==> src/rtl/core/gif_first_image_filter_unit_assert.svh <==
// ----------------------------------------------------------------------------
// gif filter assertion macros
// concurrent assertions clocked on clk_i, shared by gif_queue and gif_front
// ----------------------------------------------------------------------------
`ifndef GIF_FIRST_IMAGE_FILTER_UNIT_ASSERT_SVH
`define GIF_FIRST_IMAGE_FILTER_UNIT_ASSERT_SVH

// checked outside reset only
`define GIF_ASSERT(lbl, prop, msg) \
  lbl: assert property (@(posedge clk_i) disable iff (!rst_ni) prop) \
    else $error(msg);

// checked at every edge, reset included
`define GIF_ASSERT_ALWAYS(lbl, prop, msg) \
  lbl: assert property (@(posedge clk_i) prop) \
    else $error(msg);

`endif

==> src/rtl/core/gif_pkg.sv <==
// ----------------------------------------------------------------------------
// gif filter package
// parser phases, item codes and byte constants shared by the filter modules
// ----------------------------------------------------------------------------
package gif_pkg;

  localparam int GIF_QUEUE_DEPTH = 4;
  localparam int PADDR_W         = 3;
  localparam int PDATA_W         = 32;

  // register index, taken from the word address bit of paddr
  localparam logic CFG_IDX_FIRST_IMAGE = 1'b0;

  localparam logic [7:0] BLK_IMAGE   = 8'h2c;
  localparam logic [7:0] BLK_EXT     = 8'h21;
  localparam logic [7:0] BLK_TRAILER = 8'h3b;

  localparam logic [7:0] CH_G = 8'h47;
  localparam logic [7:0] CH_I = 8'h49;
  localparam logic [7:0] CH_F = 8'h46;
  localparam logic [7:0] CH_8 = 8'h38;
  localparam logic [7:0] CH_7 = 8'h37;
  localparam logic [7:0] CH_9 = 8'h39;
  localparam logic [7:0] CH_A = 8'h61;

  typedef enum logic [3:0] {
    PH_SIGNATURE = 4'd0,
    PH_SCREEN    = 4'd1,
    PH_BOUNDARY  = 4'd2,
    PH_IMAGEDESC = 4'd3,
    PH_CODESIZE  = 4'd4,
    PH_IMAGEDATA = 4'd5,
    PH_TRAILER   = 4'd6,
    PH_EXTINTRO  = 4'd7,
    PH_EXTTYPE   = 4'd8,
    PH_EXTDATA   = 4'd9,
    PH_COPYALL   = 4'd10,
    PH_DROPALL   = 4'd11
  } phase_e;

  typedef enum logic {
    OP_PASS    = 1'b0,
    OP_TRAILER = 1'b1
  } op_e;

  typedef struct packed {
    op_e        op;
    logic [7:0] data;
  } gif_item_t;

endpackage

==> src/rtl/core/gif_queue.sv <==
// ----------------------------------------------------------------------------
// gif item queue
// small circular queue of classified items between the parser and the output
// ----------------------------------------------------------------------------
`include "gif_first_image_filter_unit_assert.svh"

module gif_queue #(
  parameter int Depth = gif_pkg::GIF_QUEUE_DEPTH
) (
  input  logic               clk_i,
  input  logic               rst_ni,
  input  logic               push_i,
  input  gif_pkg::gif_item_t item_i,
  output logic               full_o,
  input  logic               pop_i,
  output gif_pkg::gif_item_t item_o,
  output logic               empty_o
);
  import gif_pkg::*;

  localparam int PtrW = (Depth > 1) ? $clog2(Depth) : 1;
  localparam int CntW = $clog2(Depth + 1);

  gif_item_t       mem_q [Depth];
  logic [PtrW-1:0] wr_q, wr_d, rd_q, rd_d;
  logic [CntW-1:0] cnt_q, cnt_d;
  logic            do_push, do_pop;

  assign full_o  = (cnt_q == CntW'(Depth));
  assign empty_o = (cnt_q == '0);
  assign do_push = push_i && !full_o;
  assign do_pop  = pop_i && !empty_o;
  assign item_o  = mem_q[rd_q];

  always_comb begin
    wr_d  = wr_q;
    rd_d  = rd_q;
    cnt_d = cnt_q;
    if (do_push) begin
      wr_d = (wr_q == PtrW'(Depth - 1)) ? '0 : wr_q + 1'b1;
    end
    if (do_pop) begin
      rd_d = (rd_q == PtrW'(Depth - 1)) ? '0 : rd_q + 1'b1;
    end
    if (do_push && !do_pop) begin
      cnt_d = cnt_q + 1'b1;
    end else if (do_pop && !do_push) begin
      cnt_d = cnt_q - 1'b1;
    end
  end

  always_ff @(posedge clk_i or negedge rst_ni) begin
    if (!rst_ni) begin
      wr_q  <= '0;
      rd_q  <= '0;
      cnt_q <= '0;
    end else begin
      wr_q  <= wr_d;
      rd_q  <= rd_d;
      cnt_q <= cnt_d;
    end
  end

  always_ff @(posedge clk_i) begin
    if (do_push) begin
      mem_q[wr_q] <= item_i;
    end
  end

  `GIF_ASSERT(a_cnt_bound, cnt_q <= CntW'(Depth), "queue count above depth")
  `GIF_ASSERT_ALWAYS(a_full_not_empty, full_o |-> !empty_o, "queue full and empty at once")
  `GIF_ASSERT(a_no_push_full, full_o |-> !push_i, "item pushed into full queue")
  `GIF_ASSERT(a_no_pop_empty, empty_o |-> !pop_i, "item popped from empty queue")

endmodule

==> src/rtl/core/gif_front.sv <==
// ----------------------------------------------------------------------------
// gif parser front end
// walks gif blocks one byte per cycle when accept_i is high, queuing output items
// ----------------------------------------------------------------------------
`include "gif_first_image_filter_unit_assert.svh"

module gif_front (
  input  logic               clk_i,
  input  logic               rst_ni,
  input  logic               accept_i,
  input  logic [7:0]         in_byte_i,
  input  logic               first_image_only_i,
  output logic               push_o,
  output gif_pkg::gif_item_t item_o
);
  import gif_pkg::*;

  phase_e     phase_q, phase_d, eff_phase;
  logic [3:0] idx_q, idx_d, cur_idx;
  logic [9:0] btc_q, btc_d;
  logic [7:0] flags_q, flags_d;

  function automatic logic [9:0] table_bytes(input logic [7:0] flags);
    logic [9:0] base;
    base = 10'd2 << flags[2:0];
    return flags[7] ? ((base << 1) + base) : 10'd0;
  endfunction

  function automatic logic sig_ok(input logic [3:0] idx, input logic [7:0] b);
    logic ok;
    case (idx)
      4'd0:    ok = (b == CH_G);
      4'd1:    ok = (b == CH_I);
      4'd2:    ok = (b == CH_F);
      4'd3:    ok = (b == CH_8);
      4'd4:    ok = (b == CH_7) || (b == CH_9);
      4'd5:    ok = (b == CH_A);
      default: ok = 1'b0;
    endcase
    return ok;
  endfunction

  // a block boundary byte picks the phase that handles this same byte
  always_comb begin
    eff_phase = phase_q;
    cur_idx   = idx_q;
    if (phase_q == PH_BOUNDARY) begin
      priority case (in_byte_i)
        BLK_IMAGE: begin
          eff_phase = PH_IMAGEDESC;
          cur_idx   = '0;
        end
        BLK_EXT:     eff_phase = PH_EXTINTRO;
        BLK_TRAILER: eff_phase = PH_TRAILER;
        default:     eff_phase = PH_CODESIZE;
      endcase
    end
  end

  always_comb begin
    phase_d     = phase_q;
    idx_d       = idx_q;
    btc_d       = btc_q;
    flags_d     = flags_q;
    push_o      = 1'b0;
    item_o.op   = OP_PASS;
    item_o.data = in_byte_i;
    if (accept_i) begin
      priority if (phase_q == PH_DROPALL) begin
        push_o = 1'b0;
      end else if (phase_q == PH_COPYALL || btc_q != '0) begin
        if (phase_q != PH_COPYALL) begin
          btc_d = btc_q - 1'b1;
        end
        push_o = 1'b1;
      end else begin
        push_o  = 1'b1;
        phase_d = eff_phase;
        unique case (eff_phase)
          PH_SIGNATURE: begin
            if (!sig_ok(idx_q, in_byte_i)) begin
              phase_d = PH_COPYALL;
            end else if (idx_q >= 4'd5) begin
              phase_d = PH_SCREEN;
              idx_d   = '0;
            end else begin
              idx_d = idx_q + 1'b1;
            end
          end
          PH_SCREEN: begin
            if (idx_q == 4'd4) begin
              flags_d = in_byte_i;
            end
            if (idx_q >= 4'd6) begin
              btc_d   = table_bytes(flags_q);
              phase_d = PH_BOUNDARY;
            end else begin
              idx_d = idx_q + 1'b1;
            end
          end
          PH_IMAGEDESC: begin
            if (cur_idx >= 4'd9) begin
              flags_d = in_byte_i;
              btc_d   = table_bytes(in_byte_i);
              phase_d = PH_BOUNDARY;
            end else begin
              idx_d = cur_idx + 1'b1;
            end
          end
          PH_CODESIZE: phase_d = PH_IMAGEDATA;
          PH_IMAGEDATA: begin
            btc_d = {2'b00, in_byte_i};
            if (in_byte_i == 8'd0) begin
              phase_d = first_image_only_i ? PH_TRAILER : PH_BOUNDARY;
            end
          end
          PH_TRAILER: begin
            item_o.op = OP_TRAILER;
            phase_d   = PH_DROPALL;
          end
          PH_EXTINTRO: phase_d = PH_EXTTYPE;
          PH_EXTTYPE:  phase_d = PH_EXTDATA;
          PH_EXTDATA: begin
            btc_d = {2'b00, in_byte_i};
            if (in_byte_i == 8'd0) begin
              phase_d = PH_BOUNDARY;
            end
          end
          default: begin
            phase_d = PH_DROPALL;
            push_o  = 1'b0;
          end
        endcase
      end
    end
  end

  always_ff @(posedge clk_i or negedge rst_ni) begin
    if (!rst_ni) begin
      phase_q <= PH_SIGNATURE;
      idx_q   <= '0;
      btc_q   <= '0;
      flags_q <= '0;
    end else begin
      phase_q <= phase_d;
      idx_q   <= idx_d;
      btc_q   <= btc_d;
      flags_q <= flags_d;
    end
  end

  `GIF_ASSERT(a_drop_silent, phase_q == PH_DROPALL |-> !push_o, "transfer after trailer")
  `GIF_ASSERT(a_trailer_last, push_o && item_o.op == OP_TRAILER |=> phase_q == PH_DROPALL,
              "trailer not followed by drop phase")
  `GIF_ASSERT(a_btc_bound, btc_q <= 10'd768, "copy count out of range")

endmodule

==> src/rtl/core/gif_back.sv <==
// ----------------------------------------------------------------------------
// gif output back end
// decodes queued items into output bytes and holds the result register
// ----------------------------------------------------------------------------
module gif_back (
  input  logic               clk_i,
  input  logic               rst_ni,
  input  logic               q_empty_i,
  input  gif_pkg::gif_item_t item_i,
  output logic               q_pop_o,
  input  logic               pop_i,
  output logic               empty_o,
  output logic [7:0]         out_byte_o
);
  import gif_pkg::*;

  logic       valid_q, valid_d;
  logic [7:0] byte_q;
  logic [7:0] byte_d;

  // refill when the register is free or its byte leaves this cycle
  assign q_pop_o = !q_empty_i && (!valid_q || pop_i);
  assign valid_d = q_pop_o || (valid_q && !pop_i);

  always_comb begin
    unique case (item_i.op)
      OP_TRAILER: byte_d = BLK_TRAILER;
      OP_PASS:    byte_d = item_i.data;
      default:    byte_d = item_i.data;
    endcase
  end

  always_ff @(posedge clk_i or negedge rst_ni) begin
    if (!rst_ni) begin
      valid_q <= 1'b0;
    end else begin
      valid_q <= valid_d;
    end
  end

  always_ff @(posedge clk_i) begin
    if (q_pop_o) begin
      byte_q <= byte_d;
    end
  end

  assign empty_o    = !valid_q;
  assign out_byte_o = byte_q;

endmodule

==> src/rtl/core/gif_first_image_filter_unit.sv <==
// ----------------------------------------------------------------------------
// gif first image filter
// passes a gif byte stream and cuts it after the first image when enabled
// ----------------------------------------------------------------------------
// Takes one byte per clock while full is low and gives one byte per clock while
// pop is held; a pushed byte enters the queue, then the output register, before
// showing on out_byte_o. The parser's per-byte state update sets the rate. Items
// wait in a QueueDepth-entry queue and a one-entry output register, so full rises
// only after QueueDepth + 1 results stay unpopped. Users write first_image_only
// (address 0, reset 1) over the APB port only while the block is idle; unchecked.
module gif_first_image_filter_unit #(
  parameter int QueueDepth = gif_pkg::GIF_QUEUE_DEPTH
) (
  input  logic                        clk_i,
  input  logic                        rst_ni,
  input  logic                        psel,
  input  logic                        penable,
  input  logic                        pwrite,
  input  logic [gif_pkg::PADDR_W-1:0] paddr,
  input  logic [gif_pkg::PDATA_W-1:0] pwdata,
  output logic [gif_pkg::PDATA_W-1:0] prdata,
  output logic                        pready,
  input  logic                        push,
  output logic                        full,
  input  logic [7:0]                  in_byte_i,
  input  logic                        pop,
  output logic                        empty,
  output logic [7:0]                  out_byte_o
);
  import gif_pkg::*;

  logic      fio_q;
  logic      cfg_sel, cfg_wr;
  logic      in_accept;
  logic      f_push, q_empty, q_pop;
  gif_item_t f_item, q_item;

  assign pready  = 1'b1;
  assign cfg_sel = (paddr[PADDR_W-1] == CFG_IDX_FIRST_IMAGE);
  assign cfg_wr  = psel && penable && pwrite && pready && cfg_sel;
  assign prdata  = cfg_sel ? {{(PDATA_W-1){1'b0}}, fio_q} : '0;

  always_ff @(posedge clk_i or negedge rst_ni) begin
    if (!rst_ni) begin
      fio_q <= 1'b1;
    end else if (cfg_wr) begin
      fio_q <= pwdata[0];
    end
  end

  assign in_accept = push && !full;

  gif_front u_front (
    .clk_i              (clk_i),
    .rst_ni             (rst_ni),
    .accept_i           (in_accept),
    .in_byte_i          (in_byte_i),
    .first_image_only_i (fio_q),
    .push_o             (f_push),
    .item_o             (f_item)
  );

  gif_queue #(
    .Depth (QueueDepth)
  ) u_queue (
    .clk_i   (clk_i),
    .rst_ni  (rst_ni),
    .push_i  (f_push),
    .item_i  (f_item),
    .full_o  (full),
    .pop_i   (q_pop),
    .item_o  (q_item),
    .empty_o (q_empty)
  );

  gif_back u_back (
    .clk_i      (clk_i),
    .rst_ni     (rst_ni),
    .q_empty_i  (q_empty),
    .item_i     (q_item),
    .q_pop_o    (q_pop),
    .pop_i      (pop),
    .empty_o    (empty),
    .out_byte_o (out_byte_o)
  );

endmodule
==> config.mk <==
export PLATFORM = sky130hd
export DESIGN_NAME = gif_first_image_filter_unit
export DESIGN_NICKNAME = d
export VERILOG_FILES = /design/src/rtl/core/gif_pkg.sv /design/src/rtl/core/gif_queue.sv /design/src/rtl/core/gif_front.sv /design/src/rtl/core/gif_back.sv /design/src/rtl/core/gif_first_image_filter_unit.sv
export VERILOG_INCLUDE_DIRS = /design/src /design/src/rtl/core
export SDC_FILE = /design/constraint.sdc
export NUM_CORES = 1
export LEC_CHECK = 0
export BUFFER_PORTS_ARGS = -buffer_cell sky130_fd_sc_hd__buf_2
export CAP_MARGIN = 20
export CORE_MARGIN = 2
export CORE_UTILIZATION = 51
export DETAILED_ROUTE_END_ITERATION = 10
export PLACE_DENSITY = 0.8
export REMOVE_ABC_BUFFERS = 1
export SYNTH_ARGS = -nofsm -noshare
export SYNTH_HDL_FRONTEND = slang
export SYNTH_HIERARCHICAL = 1
export SYNTH_SLANG_ARGS = --single-unit
==> constraint.sdc <==
create_clock -name clk_i -period 3.1 [get_ports clk_i]
set_input_delay 0.31 -clock clk_i [delete_from_list [all_inputs] [get_ports clk_i]]
set_output_delay 0.31 -clock clk_i [all_outputs]
set_load 0.01 [all_outputs]
# == Yosys cells after proc, flatten, opt, wreduce, memory -nomap -nowiden ==
# Memory sizes are Yosys's and may differ from the RTL's.
# Index checks and enable logic that the tools add are counted.
# totals
latch_bits,0
regBits,43
output_inout_bits,43
memories,1
romBits,0
ram_bits,36
in_bits,50
# classes
bitwise_logic,4
mux,48
shift,2
div,0
addsub,9
multipliers,0
eq_ne,38
order_cmp,3
n_reduce_logical,35
# mem_list
name,words,width,read_ports,rd_clocked_by_memory_dff,write_ports,line_no,text
u_queue.mem_q,4,9,1,0,1,gif_queue.sv:24,gif_item_t mem_q [Depth];
# ops
op,count
10-bit 2-to-1 mux,6
4-bit 2-to-1 mux,13
8-bit by 6-bit equality test with 1-bit output (second input constant),6
8-bit by 7-bit equality test with 1-bit output (second input constant),4
4-bit one-hot mux with 8 select lines,1
8-bit one-hot mux with 2 select lines,2
10-bit one-hot mux with 3 select lines,1
4-bit by 3-bit equality test with 1-bit output (second input constant),6
10-bit adder,2
2-bit by 3-bit left shift with 10-bit output (first input constant),2
4-bit by 2-bit equality test with 1-bit output (second input constant),4
4-bit equality test (second input constant),4
8-bit 2-to-1 mux,2
1-bit 2-to-1 mux,15
4-bit one-hot mux with 3 select lines,1
6-bit AND reduction,2
1-bit logical AND,10
10-bit nonzero test,1
10-bit by 1-bit subtractor with 10-bit output (second input constant),1
3-bit 2-to-1 mux,3
3-bit one-hot mux with 3 select lines,1
9-bit OR reduction,1
4-bit by 1-bit adder with 4-bit output (second input constant),2
4-bit by 1-bit equality test with 1-bit output (second input constant),2
25 further kinds,47

# == Logic depth before layout (Yosys ltp) ==
# Gate-level depths: netlist of the first run.
# depth
word_depth,14
mapped_depth,15
depth_no_buf,13

# == Cells and area by module ==
# The synthesis of the first run kept the hierarchy.
# modules_own_cells
module,cells_per_inst,seq_area_each_um2,area_each_um2,instances
gif_front,367,550.5,2836.5,1
gif_queue,84,1256.2,1739.2,1
gif_back,21,265.3,332.8,1
gif_first_image_filter_unit,39,26.3,309.0,1

# == Worst setup path before layout of the first run ==
# No wires, ideal clock.
# synth_timing
kind,in2reg
from,input in_byte_i[4]
to,register u_front.btc_q[6]
setup_slack_ns,-0.389
arrival_ns,3.364
stages,12
cell_sequence,buf_6 > or3_4 > or3_2 > o21ai_0 > ha_1 > or3b_2 > nand3_1 > a32o_1 > o31a_4 > or2_4 > nor3b_1 > mux2_2
# synth_via
elab_chain_len,7
word_cells_on_any_way,19
# synth_lines
item,line_no,text
from (decl),gif_first_image_filter_unit.sv:25,"input logic [7:0] in_byte_i,"
8-bit by 6-bit equality test with 1-bit output,gif_front.sv:48,priority case (in_byte_i)
3-bit one-hot mux with 3 select lines,gif_front.sv:48,
4-bit 2-to-1 mux,gif_front.sv:47,if (phase_q == PH_BOUNDARY) begin
4-bit by 3-bit equality test with 1-bit output or 4-bit equality test (tied branches),gif_front.sv:79,unique case (eff_phase)
2-bit OR reduction (no source line),-,
4-bit nonzero test (no source line) or 10-bit one-hot mux with 3 select lines (tied branches),-,
6-bit AND reduction (no source line) or 10-bit 2-to-1 mux (tied branches),-,
to (signal assigned),gif_front.sv:147,btc_q <= btc_d;
to (decl),gif_front.sv:20,"logic [9:0] btc_q, btc_d;"
# Parallel ways exist; a longest one is shown, timed or not.
# A chain may end at the register's enable or synchronous reset.

# == Worst setup path after layout of the first run ==
# Ends and elaborated chain as after synthesis.

==> qor.csv, run 1 <==
stage,metric,value,unit
yosys,yosysMostFrequentCell,edfxtp_1,
critical_path,cp_data_required_time,3.34,ns
pwr,power_leakage,2.374,nW
cts,cts_tree,built,
timing,post-route-min-period,3.046,ns
route,dr.pass1.iters,6,
yosys,ys_types,78,
placement,dp_hpwl,8643,um
placement,dpl.cell_count,669,
worst_hold_path,hold_class,primary input to async pin,
cts,htreeDepth,3,
critical_path,reg2reg_setup_slack,0.11,ns
timing,tightest_slew,0.8463,ns
floorplanning,die_w,105.1,um
yosys,synthSimpleGateAreaFrac,18.66,%
timing,clock.fmax,328.3,MHz
floorplanning,fp-row-count,36,
timing,finalMaxSlewViolations,0,
yosys,synth_top_area_cell,edfxtp_1,
route,antenna_left,0,
route,vias_per_cell,5.915,
floorplanning,floorplan.initialDensity,52.89,%
yosys,syn_area,5218,um^2
critical_path,cp.arrival,3.29,ns
job,cap_violations,0,
cts,clk_path_buf_depth,2,
yosys,syn_area_per_cell,10.21,um^2
pwr,vdd_drop_max,0.3138,mV
critical_path,crit_path_end_kind,flip-flop,
timing,fin_tns_setup,0,ns
yosys,ys_seq_area_share,40.22,%
grt,grt_max_degree,32,
critical_path,critPathLaunchType,primary input,
critical_path,worstSetupPathType,primary input to flip-flop,
floorplanning,core_area,9864,um^2
critical_path,critPathTopFamily,simple AND/OR/NAND/NOR gates,
yosys,synth_top_family_by_area,simple AND/OR/NAND/NOR gates,
yosys,async_reset_ff_share,41.33,%
placement,routabilityCongestion,0.9469,
yosys,synth-seq-cells,75,
timing,finalHoldViolCount,0,
grt,grt-ovfl-total,0,
yosys,ys_warn_count,6,
yosys,synth_fa_ha_area_share,7.626,%
critical_path,critPathBufInv,1,
critical_path,critPathMaxStageDelay,0.47,ns
cells_and_area,fillers,854,
yosys,synth_xor_area_share,2.518,%
route,wire_per_inst,17.31,um
cts,cts.clk_slew.worst_paths,0.09,ns
cts,cts_made_buffers,9,
yosys,synth.top_cells.by_area,"edfxtp_1 25%, dfrtp_1 14%, ha_1 6.5%, buf_4 5.8%, mux4_2 3.9%",
grt,antenna_found_initial,0,
status,status,"complete, no violations",
timing,max_slew_margin,43.58,%
timing,holdWs,0.02850,ns
grt,grt_first_pass_wirelength,19310,um
yosys,netlist_instances,511,
floorplanning,pin_count,93,
cells_and_area,drive_gt1_share,21.74,%
route,drc,0,
cells_and_area,syn_to_final_growth,8.969,%
cells_and_area,diodes,0,
critical_path,slowest_stage,or3_2,
yosys,synthTopCellsByCount,"44 x edfxtp_1, 40 x buf_4, 38 x nor2_1",
pwr,powerDensity,696.5,nW/um^2
cts,postCtsHoldBufs,0,
route,drt_iter0_markers,500,
grt,grt_usage,21.93,%
floorplanning,die_h,105.1,um
yosys,ys.flop_type,edfxtp_1,
timing,setup_viol,0,
route,wirelength,11860,um
cts,worstSkewPairLatency,0.35,ns
cts,root_buffer,clkbuf_8,
yosys,synth_edf_count,44,
cts,cts.sinks,75,
route,vias,4052,
cells_and_area,fin_nets,627,
cells_and_area,instances_no_fill,685,
timing,fin_crit_sh,98.26,%
timing,clock_skew,0.01362,ns
grt,grt_pass1_vias,3967,
placement,port_buffers,27,
yosys,synth-compound-area-share,14.99,%
critical_path,crit_chain,"buf_2, or3_4, or3_2, o21ai_2, ha_1, or3b_2, nand3_1, a32o_1, o31a_4, or2_4, nor3b_2, mux2_2",
yosys,synth_mux_area_share,6.811,%
floorplanning,die-area,11060,um^2
yosys,synth_top_area_share,25.32,%
critical_path,path_max_fanout,4,
## final cells by class
class | count | area (um^2) | share of cell area [%]
well taps | 133 | 166.4 | 2.927
clock inverters | 6 | 70.07 | 1.232
repair buffers | 57 | 360.3 | 6.338
inverters | 20 | 75.07 | 1.320
multi-input cells | 384 | 2778 | 48.86
flip-flops and latches | 75 | 2098 | 36.91
clock buffers | 10 | 137.6 | 2.421
## kinds of logic after synthesis
logic type / Yosys count
AOI/OAI and AO/OA: 115
DFF: 75
adders and majority gates: 30
and+or+nand+nor: 170
buffers and inverters: 82
other: 2
xor gates and xnor gates: 15
muxes: 22
## metrics by stage
step / instance area (um^2) / total power [mW] / setup WS, ns / utilization, %
after floorplan: 4933 / 2.649 / -0.2686 / -
after global placement: 5460 / 3.055 / -0.3287 / 55.35
after detailed placement: 5460 / 3.152 / -0.3961 / 55.35
after CTS: 5668 / 3.974 / -0.01665 / 57.46
after global routing: 5685 / 4.220 / -0.008442 / 57.64
final: 5685 / 3.960 / 0.05385 / 57.64
## worst reg2reg max path: stages, from the launching register on
cell and delay, ns:
dfrtp_1 0.40, nor2b_1 0.16, nand2_1 0.19, o21ai_2 0.09
buf_4 0.14, ha_1 0.18, or3b_2 0.21, nand3_1 0.08
a32o_1 0.31, o31a_4 0.34, or2_4 0.25, nor3b_2 0.18
mux2_2 0.34
## power breakdown
group	switching, mW	leakage [nW]	internal (mW)
clock network	0.400	0.0955	0.400
registers	0.263	0.782	1.38
logic	0.789	1.50	0.726
total	1.45	2.37	2.51
## metal layers
layer  up-vias  track usage (%)  wire length [um]
met5         -                0                 0
met4         0            6.952               232
met3        22            3.431               798
met2       186            39.01              6016
met1      1952            27.24              4808
li1       1892                -                 -
## path summary, 6_finish.rpt
check                                                from                              to  depth (start not counted)
max                                          in_byte_i[4]    u_front/btc_q[6]$_DFFE_PN0P_                         12
min                                                rst_ni  u_front/flags_q[2]$_DFFE_PN0P_                          1
max reg2reg                u_front/phase_q[1]$_DFFE_PN0P_    u_front/btc_q[6]$_DFFE_PN0P_                         12
min reg2reg                u_front/flags_q[7]$_DFFE_PN0P_  u_front/flags_q[7]$_DFFE_PN0P_                          1
max in group asynchronous                          rst_ni     u_queue/wr_q[1]$_DFFE_PN0P_                          1
min in group clk_i                                    pop        u_back/valid_q$_DFF_PN0_                          2
## flip-flops by register name (all words and copies together), names as in the netlist
name and count:
u_queue/mem_q 36, u_front/flags_q 4, u_queue/cnt_q 3, u_queue/wr_q 2, fio_q 1, u_back/out_byte_o 8, u_front/phase_q 4, u_front/btc_q 10
u_front/idx_q 4, u_back/valid_q 1, u_queue/rd_q 2
## cell usage in the layout (no fill, tap or decap), types with 10 or more instances in the layout
cell type  instances
a21oi_1           28
buf_2             27
buf_4             30
clkbuf_8          10
conb_1            32
dfrtp_1           30
edfxtp_1          44
ha_1              27
inv_1             20
nand2_1           23
nor2_1            38
nor2b_1           10
nor3_1            19
o21ai_0           22
## timing repair
item / CTS / global route
setup endpoints to repair: 2 / 12
gates resized for setup: 0 / 6
buffers inserted: 0 / 0
(Power assumes the default switching activity.)
==> inputs of run 2 (changes only) <==
--- a/config.mk
+++ b/config.mk
@@ -8,10 +8,12 @@
 export LEC_CHECK = 0
 export BUFFER_PORTS_ARGS = -buffer_cell sky130_fd_sc_hd__buf_2
 export CAP_MARGIN = 20
+export CELL_PAD_IN_SITES_DETAIL_PLACEMENT = 2
+export CELL_PAD_IN_SITES_GLOBAL_PLACEMENT = 2
 export CORE_MARGIN = 2
-export CORE_UTILIZATION = 51
+export CORE_UTILIZATION = 32
 export DETAILED_ROUTE_END_ITERATION = 10
-export PLACE_DENSITY = 0.8
+export PLACE_DENSITY = 0.79
 export REMOVE_ABC_BUFFERS = 1
 export SYNTH_ARGS = -nofsm -noshare
 export SYNTH_HDL_FRONTEND = slang
==> qor.csv, run 2 (synthesis gave the netlist of run 1 again) <==
stage,metric,value,unit
route,vias_per_cell,5.380,
route,wire_per_inst,21.32,um
critical_path,reg2reg_setup_slack,0.13,ns
pwr,powerDensity,724.1,nW/um^2
cells_and_area,fin_nets,637,
placement,dpl.cell_count,760,
cells_and_area,drive_gt1_share,24.73,%
critical_path,critPathBufInv,1,
critical_path,cp.arrival,3.25,ns
timing,fin_crit_sh,97.30,%
status,status,"complete, no violations",
critical_path,r2r_cells,12,
timing,tightest_slew,1.005,ns
pwr,vdd_drop_max,0.3063,mV
critical_path,critPathTopFamily,simple AND/OR/NAND/NOR gates,
timing,finalHoldViolCount,0,
floorplanning,floorplan.initialDensity,32.84,%
critical_path,crit_chain,"buf_2, or3_4, or3_4, o21ai_4, ha_1, or3b_2, nand3_1, a32o_1, o31a_4, or2_4, nor3b_2, mux2_2",
route,drc,0,
timing,finalMaxSlewViolations,0,
timing,holdWs,0.03585,ns
critical_path,rr_endpoint,u_front/btc_q[6]$_DFFE_PN0P_,
cts,worstSkewPairLatency,0.34,ns
critical_path,crit_path_end_kind,flip-flop,
cts,clk_path_buf_depth,2,
placement,dpl_cell_area,5624,um^2
grt,grt_max_degree,32,
pwr,power_leakage,2.482,nW
pwr,power,4.354,mW
cells_and_area,largest_register_ffs,36,
cells_and_area,fin_area,6013,um^2
grt,grt-ovfl-total,0,
cells_and_area,regMostFlops,u_queue/mem_q,
timing,setup_slack,0.08370,ns
timing,max_slew_margin,33.02,%
cts,root_buffer,clkbuf_16,
placement,dp_hpwl,12410,um
timing,fin_tns_setup,0,ns
floorplanning,core_area,15890,um^2
cells_and_area,instances_no_fill,778,
cts,cts_made_buffers,9,
floorplanning,die-area,17340,um^2
cells_and_area,final_core_util,37.85,%
cts,cts.clk_slew.worst_paths,0.07,ns
grt,antenna_found_initial,0,
critical_path,cp_data_required_time,3.33,ns
timing,setup_viol,0,
route,vias,4186,
floorplanning,die_w,131.7,um
route,antenna_left,0,
grt,grt_first_pass_wirelength,26190,um
placement,routabilityCongestion,0.9091,
cts,postCtsHoldBufs,0,
grt,grt_usage,19.29,%
timing,clock.fmax,331.5,MHz
cells_and_area,diodes,0,
floorplanning,pin_count,93,
grt,grt_pass1_vias,4692,
timing,post-route-min-period,3.016,ns
route,drt_iter0_markers,236,
cells_and_area,syn_to_final_growth,15.25,%
critical_path,worstSetupPathType,primary input to flip-flop,
critical_path,r2r-start,u_front/phase_q[1]$_DFFE_PN0P_,
worst_hold_path,hold_class,primary input to async pin,
cts,htreeDepth,3,
placement,dpl_worst_slack,-0.5470,ns
timing,clock_skew,0.01314,ns
placement,port_buffers,27,
job,cap_violations,0,
cells_and_area,layout_commonest_cell,edfxtp_1,
critical_path,path_max_fanout,5,
critical_path,slowest_stage,or3_4,
critical_path,path_common_cell,or3_4,
route,dr.pass1.iters,4,
floorplanning,fp-row-count,46,
critical_path,critPathLaunchType,primary input,
cts,cts.sinks,75,
cells_and_area,final_cell_mix,"44 x edfxtp_1, 40 x buf_4, 38 x nor2_1",
critical_path,critPathMaxStageDelay,0.40,ns
cts,cts_tree,built,
floorplanning,die_h,131.7,um
route,wirelength,16590,um
run 2: worst max-delay path by stage:
stage               slack [ns]  cells past startpoint                      startpoint                            to
finish                    0.08                     12                    in_byte_i[4]  u_front/btc_q[6]$_DFFE_PN0P_
global route             -0.02                     13  u_front/phase_q[0]$_DFFE_PN0P_  u_front/idx_q[0]$_DFFE_PN0P_
CTS                       0.02                     13                    in_byte_i[4]  u_front/idx_q[0]$_DFFE_PN0P_
detailed placement       -0.55                     12                    in_byte_i[4]  u_front/btc_q[6]$_DFFE_PN0P_
global placement         -0.36                     12                    in_byte_i[4]  u_front/btc_q[6]$_DFFE_PN0P_
floorplan                -0.27                     11                    in_byte_i[4]  u_front/btc_q[6]$_DFFE_PN0P_
run 2: routing by layer:
metal / GRT usage, % / up-vias / part of all wire, %
li1: - / 1912 / -
met1: 23.80 / 2149 / 41
met4: 5.314 / 0 / 1.1
met2: 34.85 / 112 / 53
met3: 2.971 / 13 / 4.9
met5: 0 / - / 0
run 2: cell type report:
class	count	area, um^2
fillers	1750	9872
multi-input cells	384	2839
flip-flops and latches	75	2098
repair buffers	67	435.4
well taps	216	270.3
clock buffers	9	225.2
inverters	20	75.07
clock inverters	7	70.07
run 2: timing repair:
item                       CTS  global route
buffers inserted             0             2
pin swaps                    1             1
gates cloned                 0             0
setup endpoints to repair    9            12
resized for setup            6            13
run 2: power by group:
| part | switching (mW) | internal [mW] | total, mW |
|---|---|---|---|
| registers | 0.270 | 1.39 | 1.66 |
| clock network | 0.476 | 0.565 | 1.04 |
| logic | 0.907 | 0.750 | 1.66 |
| total | 1.65 | 2.70 | 4.35 |
==> inputs of run 3 (changes only) <==
--- a/config.mk
+++ b/config.mk
@@ -14,7 +14,6 @@
 export CORE_UTILIZATION = 32
 export DETAILED_ROUTE_END_ITERATION = 10
 export PLACE_DENSITY = 0.79
-export REMOVE_ABC_BUFFERS = 1
 export SYNTH_ARGS = -nofsm -noshare
 export SYNTH_HDL_FRONTEND = slang
 export SYNTH_HIERARCHICAL = 1
==> qor.csv, run 3 (synthesis gave the netlist of run 1 again) <==
stage,metric,value,unit
timing,setup_viol,0,
route,drc,0,
critical_path,slowest_stage,or3_4,
floorplanning,pin_count,93,
placement,dpl.cell_count,755,
grt,antenna_found_initial,0,
status,status,"complete, no violations",
floorplanning,die-area,17340,um^2
pwr,power_leakage,2.491,nW
route,vias,4130,
floorplanning,die_w,131.7,um
critical_path,path_max_fanout,4,
timing,rsz0062_at_grt,false,
cells_and_area,regMostFlops,u_queue/mem_q,
job,cap_violations,0,
cts,cts.clk_slew.worst_paths,0.07,ns
critical_path,critPathMaxStageDelay,0.48,ns
timing,finalMaxSlewViolations,0,
cells_and_area,diodes,0,
pwr,powerDensity,738.1,nW/um^2
grt,grt_pass1_vias,4512,
cts,htreeDepth,3,
cts,root_buffer,clkbuf_16,
placement,port_buffers,27,
pwr,vdd_drop_max,0.2919,mV
placement,dpl_cell_area,5600,um^2
timing,clock.fmax,332.3,MHz
cts,cts.sinks,75,
critical_path,worstSetupPathType,primary input to flip-flop,
pwr,p_int,2.793,mW
cells_and_area,final_cell_mix,"44 x edfxtp_1, 38 x nor2_1, 36 x buf_4",
pwr,p_sw,1.643,mW
critical_path,rr_endpoint,u_front/btc_q[6]$_DFFE_PN0P_,
critical_path,cp.arrival,3.24,ns
cells_and_area,drive_gt1_share,24.55,%
pwr,comb_power_share,37.6,%
timing,max_slew_margin,39.17,%
timing,clock_skew,0.007953,ns
cells_and_area,fin_area,6010,um^2
critical_path,crit_path_end_kind,flip-flop,
route,wire_per_inst,20.88,um
cells_and_area,layout_commonest_cell,edfxtp_1,
pwr,swShare,37.03,%
floorplanning,floorplan.initialDensity,32.84,%
cells_and_area,largest_register_ffs,36,
cts,postCtsHoldBufs,0,
worst_hold_path,hold_class,primary input to async pin,
timing,finalHoldViolCount,0,
route,vias_per_cell,5.336,
floorplanning,fp-row-count,46,
grt,use_met1,21.83,%
cells_and_area,fin_nets,633,
cts,cts_made_buffers,9,
critical_path,crit_chain,"buf_2, nand3b_1, or3_4, o21ai_2, ha_1, or3b_4, nand3_1, a32o_2, o31a_4, or2_4, nor3b_4, mux2_4",
pwr,clockPowerShare,24.8,%
cts,cts_tree,built,
critical_path,r2r-start,u_front/phase_q[1]$_DFFE_PN0P_,
grt,grt_usage,18.77,%
pwr,pwr-share-seq,37.6,%
route,antenna_left,0,
placement,routabilityCongestion,0.8652,
route,drt_iter0_markers,190,
grt,grt_max_degree,32,
grt,busiest_layer,met2,
route,wirelength,16160,um
floorplanning,die_h,131.7,um
timing,fin_crit_sh,97.08,%
pwr,power,4.436,mW
cts,clk_path_buf_depth,2,
placement,dp_hpwl,12180,um
grt,grt_first_pass_wirelength,25290,um
cells_and_area,syn_to_final_growth,15.18,%
critical_path,cp_data_required_time,3.34,ns
cts,worstSkewPairLatency,0.35,ns
critical_path,critPathLaunchType,primary input,
critical_path,crit_start,in_byte_i[0],
timing,tightest_slew,0.9125,ns
floorplanning,core_area,15890,um^2
grt,grt_util_met2,34.35,%
grt,met3_usage,4.784,%
route,dr.pass1.iters,4,
critical_path,reg2reg_setup_slack,0.10,ns
critical_path,r2r_cells,12,
timing,post-route-min-period,3.009,ns
cells_and_area,instances_no_fill,774,
grt,grt-ovfl-total,0,
-- run 3: power groups by stage --
stage               Combinational, mW  Sequential (mW)  Clock [mW]
floorplan                        1.16             1.57           0
global placement                 1.48             1.63           0
detailed placement               1.63             1.68           0
CTS                              1.65             1.66        1.13
global route                     1.83             1.71        1.17
finish                           1.67             1.67        1.10
-- run 3: per-stage QoR --
| step | hold WS, ns | worst slack, ns | util [%] | setup TNS (ns) |
|---|---|---|---|---|
| floorplan | 0.01441 | -0.01488 | - | -0.02853 |
| global placement | 0.4544 | -0.1467 | 35.26 | -0.8574 |
| finish | 0.05964 | 0.09062 | 37.83 | 0 |
| detailed placement | 0.4793 | -0.2789 | 35.26 | -2.025 |
| global route | 0.1117 | 0.002065 | 37.83 | 0 |
| CTS | 0.09967 | 0.01021 | 37.24 | 0 |
-- run 3: final cells by class --
cell class | instances | area, um^2
Fill cell | 1773 | 9876
Multi-Input combinational cell | 384 | 2853
Sequential cell | 75 | 2098
Timing Repair Buffer | 63 | 405.4
Tap cell | 216 | 270.3
Clock buffer | 9 | 225.2
Clock inverter | 7 | 82.58
Inverter | 20 | 75.07
-- run 3: routing by layer --
layer	wire length (um)	vias to the layer above
li1	-	1903
met1	6744	2151
met5	0	-
met3	559	17
met4	232	0
met2	8622	59
-- run 3: how the worst max path moves through the flow --
stage	end	depth (start not counted)	slack (ns)
final	u_front/btc_q[6]$_DFFE_PN0P_	12	0.09
after global routing	u_front/btc_q[6]$_DFFE_PN0P_	12	0.002
after CTS	u_front/btc_q[6]$_DFFE_PN0P_	12	0.01
after detailed placement	u_front/idx_q[2]$_DFFE_PN0P_	12	-0.28
after global placement	u_front/btc_q[6]$_DFFE_PN0P_	12	-0.15
after floorplan	u_front/btc_q[6]$_DFFE_PN0P_	12	-0.01
-- run 3: critical path: cells and delay by family --
kind	cells	cell delay, ns
compound gates	3	0.85
simple gates	6	1.48
fa+ha+maj	1	0.17
mux	1	0.31
buf+inv	1	0.12
-- run 3: what timing repair did --
item                       in CTS  in global routing
pin swaps                       0                  6
setup endpoints to repair       3                 10
buffers inserted                0                  3
resized for setup               2                 17
hold endpoints to repair        0                  0
